**src/hvbd_pkg.sv**
```systemverilog
`default_nettype none
package hvbd_pkg;

	localparam int unsigned BYTE_W        = 8;
	localparam int unsigned DOTS_PER_BYTE = 7;
	localparam int unsigned PALETTE_BIT   = 7;
	localparam int unsigned COLOR_W       = 3;

	// window: left neighbor, held pixel, seven byte pixels, dark pad
	localparam int unsigned WIN_N = DOTS_PER_BYTE + 3;
	localparam int unsigned CUR_W = $clog2(WIN_N);

	localparam logic [CUR_W-1:0] CUR_HELD      = CUR_W'(1);
	localparam logic [CUR_W-1:0] CUR_BYTE_HEAD = CUR_W'(2);
	localparam logic [CUR_W-1:0] CUR_KEEP_LAST = CUR_W'(DOTS_PER_BYTE);
	localparam logic [CUR_W-1:0] CUR_LINE_LAST = CUR_W'(DOTS_PER_BYTE + 1);

	localparam logic [COLOR_W-1:0] COLOR_BLACK  = 3'd0;
	localparam logic [COLOR_W-1:0] COLOR_WHITE  = 3'd1;
	localparam logic [COLOR_W-1:0] COLOR_VIOLET = 3'd2;
	localparam logic [COLOR_W-1:0] COLOR_GREEN  = 3'd3;
	localparam logic [COLOR_W-1:0] COLOR_BLUE   = 3'd4;
	localparam logic [COLOR_W-1:0] COLOR_ORANGE = 3'd5;

	typedef struct packed {
		logic [WIN_N-1:0] dots;
		logic [WIN_N-1:0] pals;
		logic             par_base;
		logic [CUR_W-1:0] cur_start;
		logic             last;
	} work_t;

	typedef struct packed {
		logic [COLOR_W-1:0] pixel_color;
		logic               half_dot_even;
		logic               half_dot_odd;
		logic               last_of_run;
		logic               line_done;
	} result_t;

endpackage
`default_nettype wire

```
**src/hvbd_in_if.sv**
```systemverilog
`default_nettype none
interface hvbd_in_if;
	logic                          valid;
	logic                          ready;
	logic [hvbd_pkg::BYTE_W-1:0]   video_byte;
	logic                          line_end;

	modport source (output valid, output video_byte, output line_end, input ready);
	modport sink (input valid, input video_byte, input line_end, output ready);
endinterface
`default_nettype wire

```
**src/hvbd_out_if.sv**
```systemverilog
`default_nettype none
interface hvbd_out_if;
	logic                          valid;
	logic                          ready;
	logic [hvbd_pkg::COLOR_W-1:0]  pixel_color;
	logic                          half_dot_even;
	logic                          half_dot_odd;
	logic                          last_of_run;
	logic                          line_done;

	modport source (output valid, output pixel_color, output half_dot_even,
		output half_dot_odd, output last_of_run, output line_done, input ready);
	modport sink (input valid, input pixel_color, input half_dot_even,
		input half_dot_odd, input last_of_run, input line_done, output ready);
endinterface
`default_nettype wire

```
**src/hvbd_line_state.sv**
```systemverilog
`default_nettype none
module hvbd_line_state (
	input  wire logic                        clk,
	input  wire logic                        arst_n,
	input  wire logic                        cfg_we,
	input  wire logic                        cfg_wdata,
	input  wire logic                        accept,
	input  wire logic [hvbd_pkg::BYTE_W-1:0] video_byte,
	input  wire logic                        line_end,
	output hvbd_pkg::work_t                  work,
	output logic                             mono
);

	logic mono_q;
	logic pend_dot_q, pend_pal_q, left_dot_q, left_pal_q, parity_q, open_q;
	logic pal;

	assign pal  = video_byte[hvbd_pkg::PALETTE_BIT];
	assign mono = mono_q;

	always_comb begin
		work.dots      = {1'b0, video_byte[hvbd_pkg::DOTS_PER_BYTE-1:0],
			pend_dot_q & open_q, left_dot_q};
		work.pals      = {1'b0, {hvbd_pkg::DOTS_PER_BYTE{pal}},
			pend_pal_q & open_q, left_pal_q};
		work.par_base  = open_q & ~parity_q;
		work.cur_start = open_q ? hvbd_pkg::CUR_HELD : hvbd_pkg::CUR_BYTE_HEAD;
		work.last      = line_end;
	end

	always_ff @(posedge clk or negedge arst_n) begin
		if (!arst_n) begin
			mono_q <= 1'b0;
		end else if (cfg_we) begin
			mono_q <= cfg_wdata;
		end
	end

	always_ff @(posedge clk or negedge arst_n) begin
		if (!arst_n) begin
			pend_dot_q <= 1'b0;
			pend_pal_q <= 1'b0;
			left_dot_q <= 1'b0;
			left_pal_q <= 1'b0;
			parity_q   <= 1'b0;
			open_q     <= 1'b0;
		end else if (accept) begin
			if (line_end) begin
				pend_dot_q <= 1'b0;
				pend_pal_q <= 1'b0;
				left_dot_q <= 1'b0;
				left_pal_q <= 1'b0;
				parity_q   <= 1'b0;
				open_q     <= 1'b0;
			end else begin
				pend_dot_q <= video_byte[hvbd_pkg::DOTS_PER_BYTE-1];
				pend_pal_q <= pal;
				left_dot_q <= video_byte[hvbd_pkg::DOTS_PER_BYTE-2];
				left_pal_q <= pal;
				parity_q   <= open_q & ~parity_q;
				open_q     <= 1'b1;
			end
		end
	end

	// held pixel is only nonzero while a line is open
	a_closed_clear: assert property (@(posedge clk) disable iff (!arst_n)
		!open_q |-> (!pend_dot_q && !pend_pal_q && !parity_q))
		else $error("held pixel state not clear between lines");

endmodule
`default_nettype wire

```
**src/hvbd_pixel_emit.sv**
```systemverilog
`default_nettype none
module hvbd_pixel_emit (
	input  wire logic            clk,
	input  wire logic            arst_n,
	input  wire logic            mono,
	input  wire logic            in_valid,
	output logic                 in_ready,
	input  wire hvbd_pkg::work_t work,
	output logic                 out_valid,
	input  wire logic            out_ready,
	output hvbd_pkg::result_t    result
);

	hvbd_pkg::work_t             work_s1;
	logic                        work_vld_s1;
	logic [hvbd_pkg::CUR_W-1:0]  cur_s1;
	hvbd_pkg::result_t           res_s2;
	logic                        out_vld_s2;

	logic [hvbd_pkg::CUR_W-1:0]  end_idx, cur_prev, cur_next;
	logic                        fin, load_out, accept;
	logic                        dot, left_dot, right_dot, pal, left_pal, odd_col;
	hvbd_pkg::result_t           res_d;

	assign end_idx  = work_s1.last ? hvbd_pkg::CUR_LINE_LAST : hvbd_pkg::CUR_KEEP_LAST;
	assign fin      = (cur_s1 == end_idx);
	assign load_out = work_vld_s1 && (!out_vld_s2 || out_ready);
	assign in_ready = !work_vld_s1 || (load_out && fin);
	assign accept   = in_valid && in_ready;

	assign cur_prev  = cur_s1 - hvbd_pkg::CUR_W'(1);
	assign cur_next  = cur_s1 + hvbd_pkg::CUR_W'(1);
	assign dot       = work_s1.dots[cur_s1];
	assign left_dot  = work_s1.dots[cur_prev];
	assign right_dot = work_s1.dots[cur_next];
	assign pal       = work_s1.pals[cur_s1];
	assign left_pal  = work_s1.pals[cur_prev];
	assign odd_col   = work_s1.par_base ^ cur_s1[0];

	always_comb begin
		res_d.pixel_color   = hvbd_pkg::COLOR_BLACK;
		res_d.half_dot_even = 1'b0;
		res_d.half_dot_odd  = 1'b0;
		res_d.last_of_run   = fin;
		res_d.line_done     = fin && work_s1.last;
		if (mono) begin
			res_d.half_dot_even = (dot & ~pal) | (left_dot & left_pal);
			res_d.half_dot_odd  = dot;
		end else if (dot) begin
			if (left_dot || right_dot) begin
				res_d.pixel_color = hvbd_pkg::COLOR_WHITE;
			end else begin
				case ({pal, odd_col})
					2'b00:   res_d.pixel_color = hvbd_pkg::COLOR_VIOLET;
					2'b01:   res_d.pixel_color = hvbd_pkg::COLOR_GREEN;
					2'b10:   res_d.pixel_color = hvbd_pkg::COLOR_BLUE;
					default: res_d.pixel_color = hvbd_pkg::COLOR_ORANGE;
				endcase
			end
		end
	end

	always_ff @(posedge clk or negedge arst_n) begin
		if (!arst_n) begin
			work_vld_s1 <= 1'b0;
			cur_s1      <= hvbd_pkg::CUR_HELD;
		end else if (accept) begin
			work_vld_s1 <= 1'b1;
			cur_s1      <= work.cur_start;
		end else if (load_out) begin
			if (fin) begin
				work_vld_s1 <= 1'b0;
			end else begin
				cur_s1 <= cur_next;
			end
		end
	end

	always_ff @(posedge clk) begin
		if (accept) begin
			work_s1 <= work;
		end
	end

	always_ff @(posedge clk or negedge arst_n) begin
		if (!arst_n) begin
			out_vld_s2 <= 1'b0;
		end else if (load_out) begin
			out_vld_s2 <= 1'b1;
		end else if (out_ready) begin
			out_vld_s2 <= 1'b0;
		end
	end

	always_ff @(posedge clk) begin
		if (load_out) begin
			res_s2 <= res_d;
		end
	end

	assign out_valid = out_vld_s2;
	assign result    = res_s2;

	a_accept_loads: assert property (@(posedge clk) disable iff (!arst_n)
		accept |=> work_vld_s1)
		else $error("accepted byte not held for emission");

	a_cursor_range: assert property (@(posedge clk) disable iff (!arst_n)
		work_vld_s1 |-> (cur_s1 >= hvbd_pkg::CUR_HELD && cur_s1 <= end_idx))
		else $error("pixel cursor out of range");

	a_done_ends_run: assert property (@(posedge clk) disable iff (!arst_n)
		(out_vld_s2 && res_s2.line_done) |-> res_s2.last_of_run)
		else $error("line end not on last pixel of the byte");

	a_color_legal: assert property (@(posedge clk) disable iff (!arst_n)
		out_vld_s2 |-> (res_s2.pixel_color <= hvbd_pkg::COLOR_ORANGE))
		else $error("illegal color code");

endmodule
`default_nettype wire

```
**src/hires_video_byte_pixel_decoder.sv**
```systemverilog
// Hi-res video byte to pixel decoder.
// in_ch carries one video memory byte per transfer (bits 0-6 pixels, least
// significant first, bit 7 palette) with line_end on the last byte of a line.
// out_ch carries one pixel per transfer: artifact color, or two half-dots in
// monochrome mode, with last_of_run on the byte's final pixel and line_done
// on the line's final pixel. cfg_we/cfg_wdata write mono_mode.
// A byte yields seven pixels (six on the first byte of a line, one more on
// the line's last byte), one per cycle from the pixel cursor while out_ch
// does not stall. The next byte is taken in the cycle the current byte's
// final pixel moves into the output register, so bytes stream without gaps.
// A byte's first pixel passes the work register, then the output register.
// Reset clears mono_mode, the held pixel and all valids.
// When out_ch stalls, the output register holds, the cursor stops and
// in_ch.ready drops until the byte in work has drained.
`default_nettype none
module hires_video_byte_pixel_decoder (
	input  wire logic clk,
	input  wire logic arst_n,
	input  wire logic cfg_we,
	input  wire logic cfg_wdata,
	hvbd_in_if.sink   in_ch,
	hvbd_out_if.source out_ch
);

	hvbd_pkg::work_t   work;
	hvbd_pkg::result_t result;
	logic              mono;
	logic              accept;

	assign accept = in_ch.valid && in_ch.ready;

	hvbd_line_state u_line_state (
		.clk        (clk),
		.arst_n     (arst_n),
		.cfg_we     (cfg_we),
		.cfg_wdata  (cfg_wdata),
		.accept     (accept),
		.video_byte (in_ch.video_byte),
		.line_end   (in_ch.line_end),
		.work       (work),
		.mono       (mono)
	);

	hvbd_pixel_emit u_pixel_emit (
		.clk       (clk),
		.arst_n    (arst_n),
		.mono      (mono),
		.in_valid  (in_ch.valid),
		.in_ready  (in_ch.ready),
		.work      (work),
		.out_valid (out_ch.valid),
		.out_ready (out_ch.ready),
		.result    (result)
	);

	assign out_ch.pixel_color   = result.pixel_color;
	assign out_ch.half_dot_even = result.half_dot_even;
	assign out_ch.half_dot_odd  = result.half_dot_odd;
	assign out_ch.last_of_run   = result.last_of_run;
	assign out_ch.line_done     = result.line_done;

endmodule
`default_nettype wire

```
**src/flat_wrapper.sv**
```systemverilog
// flat-port wrapper written by rule: the top's interface ports become plain ports
module hires_video_byte_pixel_decoder_flat 
  (clk, arst_n, cfg_we, cfg_wdata, in_ch_valid, in_ch_video_byte, in_ch_line_end, in_ch_ready, out_ch_valid, out_ch_pixel_color, out_ch_half_dot_even, out_ch_half_dot_odd, out_ch_last_of_run, out_ch_line_done, out_ch_ready);
  hvbd_in_if in_ch_i ();
  hvbd_out_if out_ch_i ();
  input  wire logic clk;
  input  wire logic arst_n;
  input  wire logic cfg_we;
  input  wire logic cfg_wdata;
  input wire logic [$bits(in_ch_i.valid)-1:0] in_ch_valid;
  input wire logic [$bits(in_ch_i.video_byte)-1:0] in_ch_video_byte;
  input wire logic [$bits(in_ch_i.line_end)-1:0] in_ch_line_end;
  output wire logic [$bits(in_ch_i.ready)-1:0] in_ch_ready;
  output wire logic [$bits(out_ch_i.valid)-1:0] out_ch_valid;
  output wire logic [$bits(out_ch_i.pixel_color)-1:0] out_ch_pixel_color;
  output wire logic [$bits(out_ch_i.half_dot_even)-1:0] out_ch_half_dot_even;
  output wire logic [$bits(out_ch_i.half_dot_odd)-1:0] out_ch_half_dot_odd;
  output wire logic [$bits(out_ch_i.last_of_run)-1:0] out_ch_last_of_run;
  output wire logic [$bits(out_ch_i.line_done)-1:0] out_ch_line_done;
  input wire logic [$bits(out_ch_i.ready)-1:0] out_ch_ready;
  assign in_ch_i.valid = in_ch_valid;
  assign in_ch_i.video_byte = in_ch_video_byte;
  assign in_ch_i.line_end = in_ch_line_end;
  assign in_ch_ready = in_ch_i.ready;
  assign out_ch_valid = out_ch_i.valid;
  assign out_ch_pixel_color = out_ch_i.pixel_color;
  assign out_ch_half_dot_even = out_ch_i.half_dot_even;
  assign out_ch_half_dot_odd = out_ch_i.half_dot_odd;
  assign out_ch_last_of_run = out_ch_i.last_of_run;
  assign out_ch_line_done = out_ch_i.line_done;
  assign out_ch_i.ready = out_ch_ready;
  hires_video_byte_pixel_decoder u_core (.clk(clk), .arst_n(arst_n), .cfg_we(cfg_we), .cfg_wdata(cfg_wdata), .in_ch(in_ch_i), .out_ch(out_ch_i));
endmodule
```
**config.mk**
```make
export PLATFORM = sky130hd
export DESIGN_NAME = hires_video_byte_pixel_decoder_flat
export DESIGN_NICKNAME = d
export VERILOG_FILES = /design/src/hvbd_pkg.sv /design/src/hvbd_in_if.sv /design/src/hvbd_out_if.sv /design/src/hvbd_line_state.sv /design/src/hvbd_pixel_emit.sv /design/src/hires_video_byte_pixel_decoder.sv /design/src/flat_wrapper.sv
export SDC_FILE = /design/constraint.sdc
export NUM_CORES = 1
export LEC_CHECK = 0
export BUFFER_PORTS_ARGS = -buffer_cell sky130_fd_sc_hd__buf_2
export CORE_MARGIN = 2
export CORE_UTILIZATION = 40
export CTS_CLUSTER_DIAMETER = 150
export DETAILED_ROUTE_END_ITERATION = 10
export GPL_ROUTABILITY_DRIVEN = 0
export PLACE_DENSITY_LB_ADDON = 0.25
export SLEW_MARGIN = 20
export SYNTH_ARGS = -nofsm -noshare
export SYNTH_HDL_FRONTEND = slang
export SYNTH_SLANG_ARGS = --single-unit
```
**constraint.sdc**
```tcl
create_clock -name clk -period 2.6 [get_ports clk]
set_input_delay 0.26 -clock clk [delete_from_list [all_inputs] [get_ports clk]]
set_output_delay 0.26 -clock clk [all_outputs]
set_load 0.005 [all_outputs]
```
==> flow_summary.json <==
{
  "outcome": "completed",
  "final_cell_mix": "buf_2, edfxtp_1, dfrtp_1, and2_1, mux2i_1",
  "synth-edff-count": 21,
  "routed_via_density": 5.32,
  "crit_top_cell": "mux2i_1",
  "antenna_cells": 0,
  "cp-start-kind": "flop",
  "timing.rr.end": "u_core.u_pixel_emit.result[4]",
  "power_switching_mw": 0.807,
  "drv_cap": 0,
  "final_common_cell": "buf_2",
  "reg2reg_depth": 7,
  "wl_per_cell_um": 14.9,
  "dieArea_sq_um": 4990,
  "p_per_area_nw_per_um2": 1140,
  "path_class": "reg -> reg",
  "clkLatencyLatePin_ns": 0.28,
  "core_area_sq_um": 4320,
  "io_pins": 24,
  "slowest_delay_ns": 0.53,
  "slowest_stage": "dfstp_2",
  "first_global_vias": 1132,
  "final_layout_size_suffix_gt1_share_pct": 31.4,
  "h-tree-depth": 2,
  "synth.distinct_cells": 47,
  "p_leak_nw": 0.835,
  "path_clk_slew_ns": 0.07,
  "grt_use_total_pct": 13.3,
  "final_cell_area_sq_um": 2040,
  "power.share.sequential_pct": 35.8,
  "root_buffer": "clkbuf_8",
  "numCtsBuffers": 5,
  "combinationalPowerShare_pct": 43.5,
  "die_x_um": 70.7,
  "nFillCells": 409,
  "timing.critical_path.from": "u_core.u_pixel_emit.cur_s1[0]",
  "crit_arrival_ns": 2.37,
  "hp-start": "in_ch_video_byte[1]",
  "synth_area_sq_um": 1780,
  "slew-limit-headroom_pct": 69.6,
  "synth_nets": 149,
  "rr_startpoint": "u_core.u_pixel_emit.cur_s1[0]",
  "tightest_slew_ns": 0.456,
  "grt_overflow": 0,
  "area_growth_pct": 14.8,
  "io_buffer_count": 23,
  "cts_tree": "yes",
  "hold_viol_final": 0,
  "wl_um": 3140,
  "pre_cts_ws_ns": 0.177,
  "finalCoreUtilization_pct": 47.2,
  "dp_hpwl_um": 2320,
  "drtPass1Iterations": 4,
  "peakVddDrop_mv": 0.553,
  "critPathMaxFanout": 5,
  "timing.final.crit_share_pct": 90.9,
  "fp.dieH_um": 70.7,
  "ys_seq_area_share_pct": 52.4,
  "switching_share_pct": 34.7,
  "synth_warnings": 0,
  "setup_viol": 0,
  "antenna_found_initial": 0,
  "cp_data_required_time_ns": 2.61,
  "min_path_type": "in -> reg",
  "syn_area_per_cell_sq_um": 13.5,
  "rrSetupSlack_ns": 0.24,
  "vias": 1122,
  "drv_slew": 0,
  "clock_skew_ns": 0.0122,
  "clock-sinks": 33,
  "p_clk_share_pct": 20.6,
  "setup_tns_ns": 0,
  "ant_nets": 0,
  "drt_iter0_drc": 33,
  "synth_flop_cell": "edfxtp_1",
  "fin_nets": 175,
  "whs_ns": 0.149,
  "rows": 24,
  "async_reset_ff_share_pct": 36.4,
  "grt_pass1_wl_um": 5150,
  "endpoint": "u_core.u_pixel_emit.result[4]",
  "clockBufferDepth": 2,
  "placed_cell_area_sq_um": 1920,
  "fin_crit_ns": 2.36,
  "timing.critical_path.cells": "inv_1, ha_1, mux4_2, mux2i_1, mux2i_1, nor3_1, a211oi_1",
  "syn_inst": 132,
  "grt_max_degree": 24,
  "drc": 0,
  "ys_seq_elements": 33,
  "rsz0062_at_grt": "false",
  "setup_ws_ns": 0.237,
  "end_kind": "flop",
  "p_int_mw": 1.52,
  "fmax_ghz": 0.423,
  "cts-resized-gates": 0,
  "start_util_pct": 41.1
}
[stage by stage]
step / power, mW / instances
floorplan: 1.68 / 132
global placement: 1.82 / 202
finish: 2.33 / 211
detailed placement: 1.85 / 202
CTS: 2.34 / 211
global route: 2.48 / 211
[cell usage after synthesis, drive strengths merged (4+ instances only)]
cell    instances  share of area, %
mux2            6               4.6
buf             7               3.4
mux2i           7               3.9
dfrtp          11                15
nand2b          4               1.4
xnor2           4               2.0
edfxtp         21                35
and2            8               3.0
a21oi           6               1.7
mux4            4               5.3
xor2            4               2.0
inv             4              0.84
nor2b           6               2.1
[registers in the layout, indices dropped and copies added (netlist names)]
register                         count
u_core.u_pixel_emit.work_s1         14
u_core.u_line_state.pend_dot_q       1
u_core.u_line_state.parity_q         1
u_core.u_line_state.open_q           1
u_core.u_pixel_emit.result           7
u_core.u_pixel_emit.work_vld_s1      1
u_core.u_pixel_emit.out_valid        1
u_core.u_line_state.left_dot_q       1
u_core.u_line_state.left_pal_q       1
u_core.u_pixel_emit.cur_s1           4
u_core.u_line_state.mono             1
[routing by layer]
layer  GRT usage [%]  vias to the layer above  part of all wire [%]
met4            5.03                        0                  0.89
li1                -                      541                     -
met1            15.1                      560                    42
met3            3.85                        2                   3.9
met5               0                        -                     0
met2            23.8                       19                    53
[worst min-delay path by stage]
| stage | end | slack [ns] | cells after the start |
|---|---|---|---|
| 6_report | u_core.u_pixel_emit.work_s1[19] | 0.15 | 1 |
| 5_1_grt | u_core.u_pixel_emit.work_s1[21] | 0.14 | 1 |
| 4_1_cts | u_core.u_pixel_emit.work_s1[22] | 0.14 | 1 |
| 3_5_place_dp | u_core.u_line_state.open_q | 0.17 | 1 |
| 3_3_place_gp | u_core.u_line_state.open_q | 0.17 | 1 |
| 2_1_floorplan | u_core.u_line_state.left_dot_q | -0.04 | 0 |
[area by class of cell]
class / instances / area (sq um) / share of cell area, %
Clock buffer: 5 / 68.8 / 3.37
Clock inverter: 3 / 46.3 / 2.27
Inverter: 4 / 15.0 / 0.735
Multi-Input combinational cell: 87 / 767 / 37.6
Sequential cell: 33 / 932 / 45.6
Tap cell: 52 / 65.1 / 3.19
Timing Repair Buffer: 27 / 148 / 7.23
[timing repair]
action	in CTS	in global routing
hold buffers	1	0
setup endpoints to repair	0	2
endpoints found under the hold margin	11	0
buffers inserted	0	0
[worst max-delay path, delay by kind of cell, from the launching register on]
| kind | cells | cell delay, ns |
|---|---|---|
| simple gates | 1 | 0.22 |
| buf+inv | 1 | 0.06 |
| mux | 3 | 0.80 |
| fa+ha+maj | 1 | 0.40 |
| flops | 1 | 0.53 |
| compound gates | 1 | 0.07 |
[kinds of logic (layout without fill, tap and decap cells)]
group / Yosys count / after routing / share of synthesized area, %
XOR/XNOR: 8 / 8 / 3.94
adder cells (fa/ha/maj): 2 / 2 / 1.41
AND/OR/NAND/NOR: 38 / 38 / 13.9
AO/OA/AOI/OAI: 22 / 22 / 10.1
multiplexers: 17 / 17 / 13.9
buffers and inverters: 12 / 39 / 4.43
flip-flops: 33 / 33 / 52.4
[power by group through the flow]
stage / Combinational [mW] / Sequential [mW] / Clock (mW)
floorplan: 0.897 / 0.781 / 0
global placement: 0.989 / 0.835 / 0
detailed placement: 1.01 / 0.846 / 0
CTS: 1.02 / 0.834 / 0.488
global route: 1.11 / 0.851 / 0.514
finish: 1.01 / 0.833 / 0.480
(Power assumes the default switching activity.)
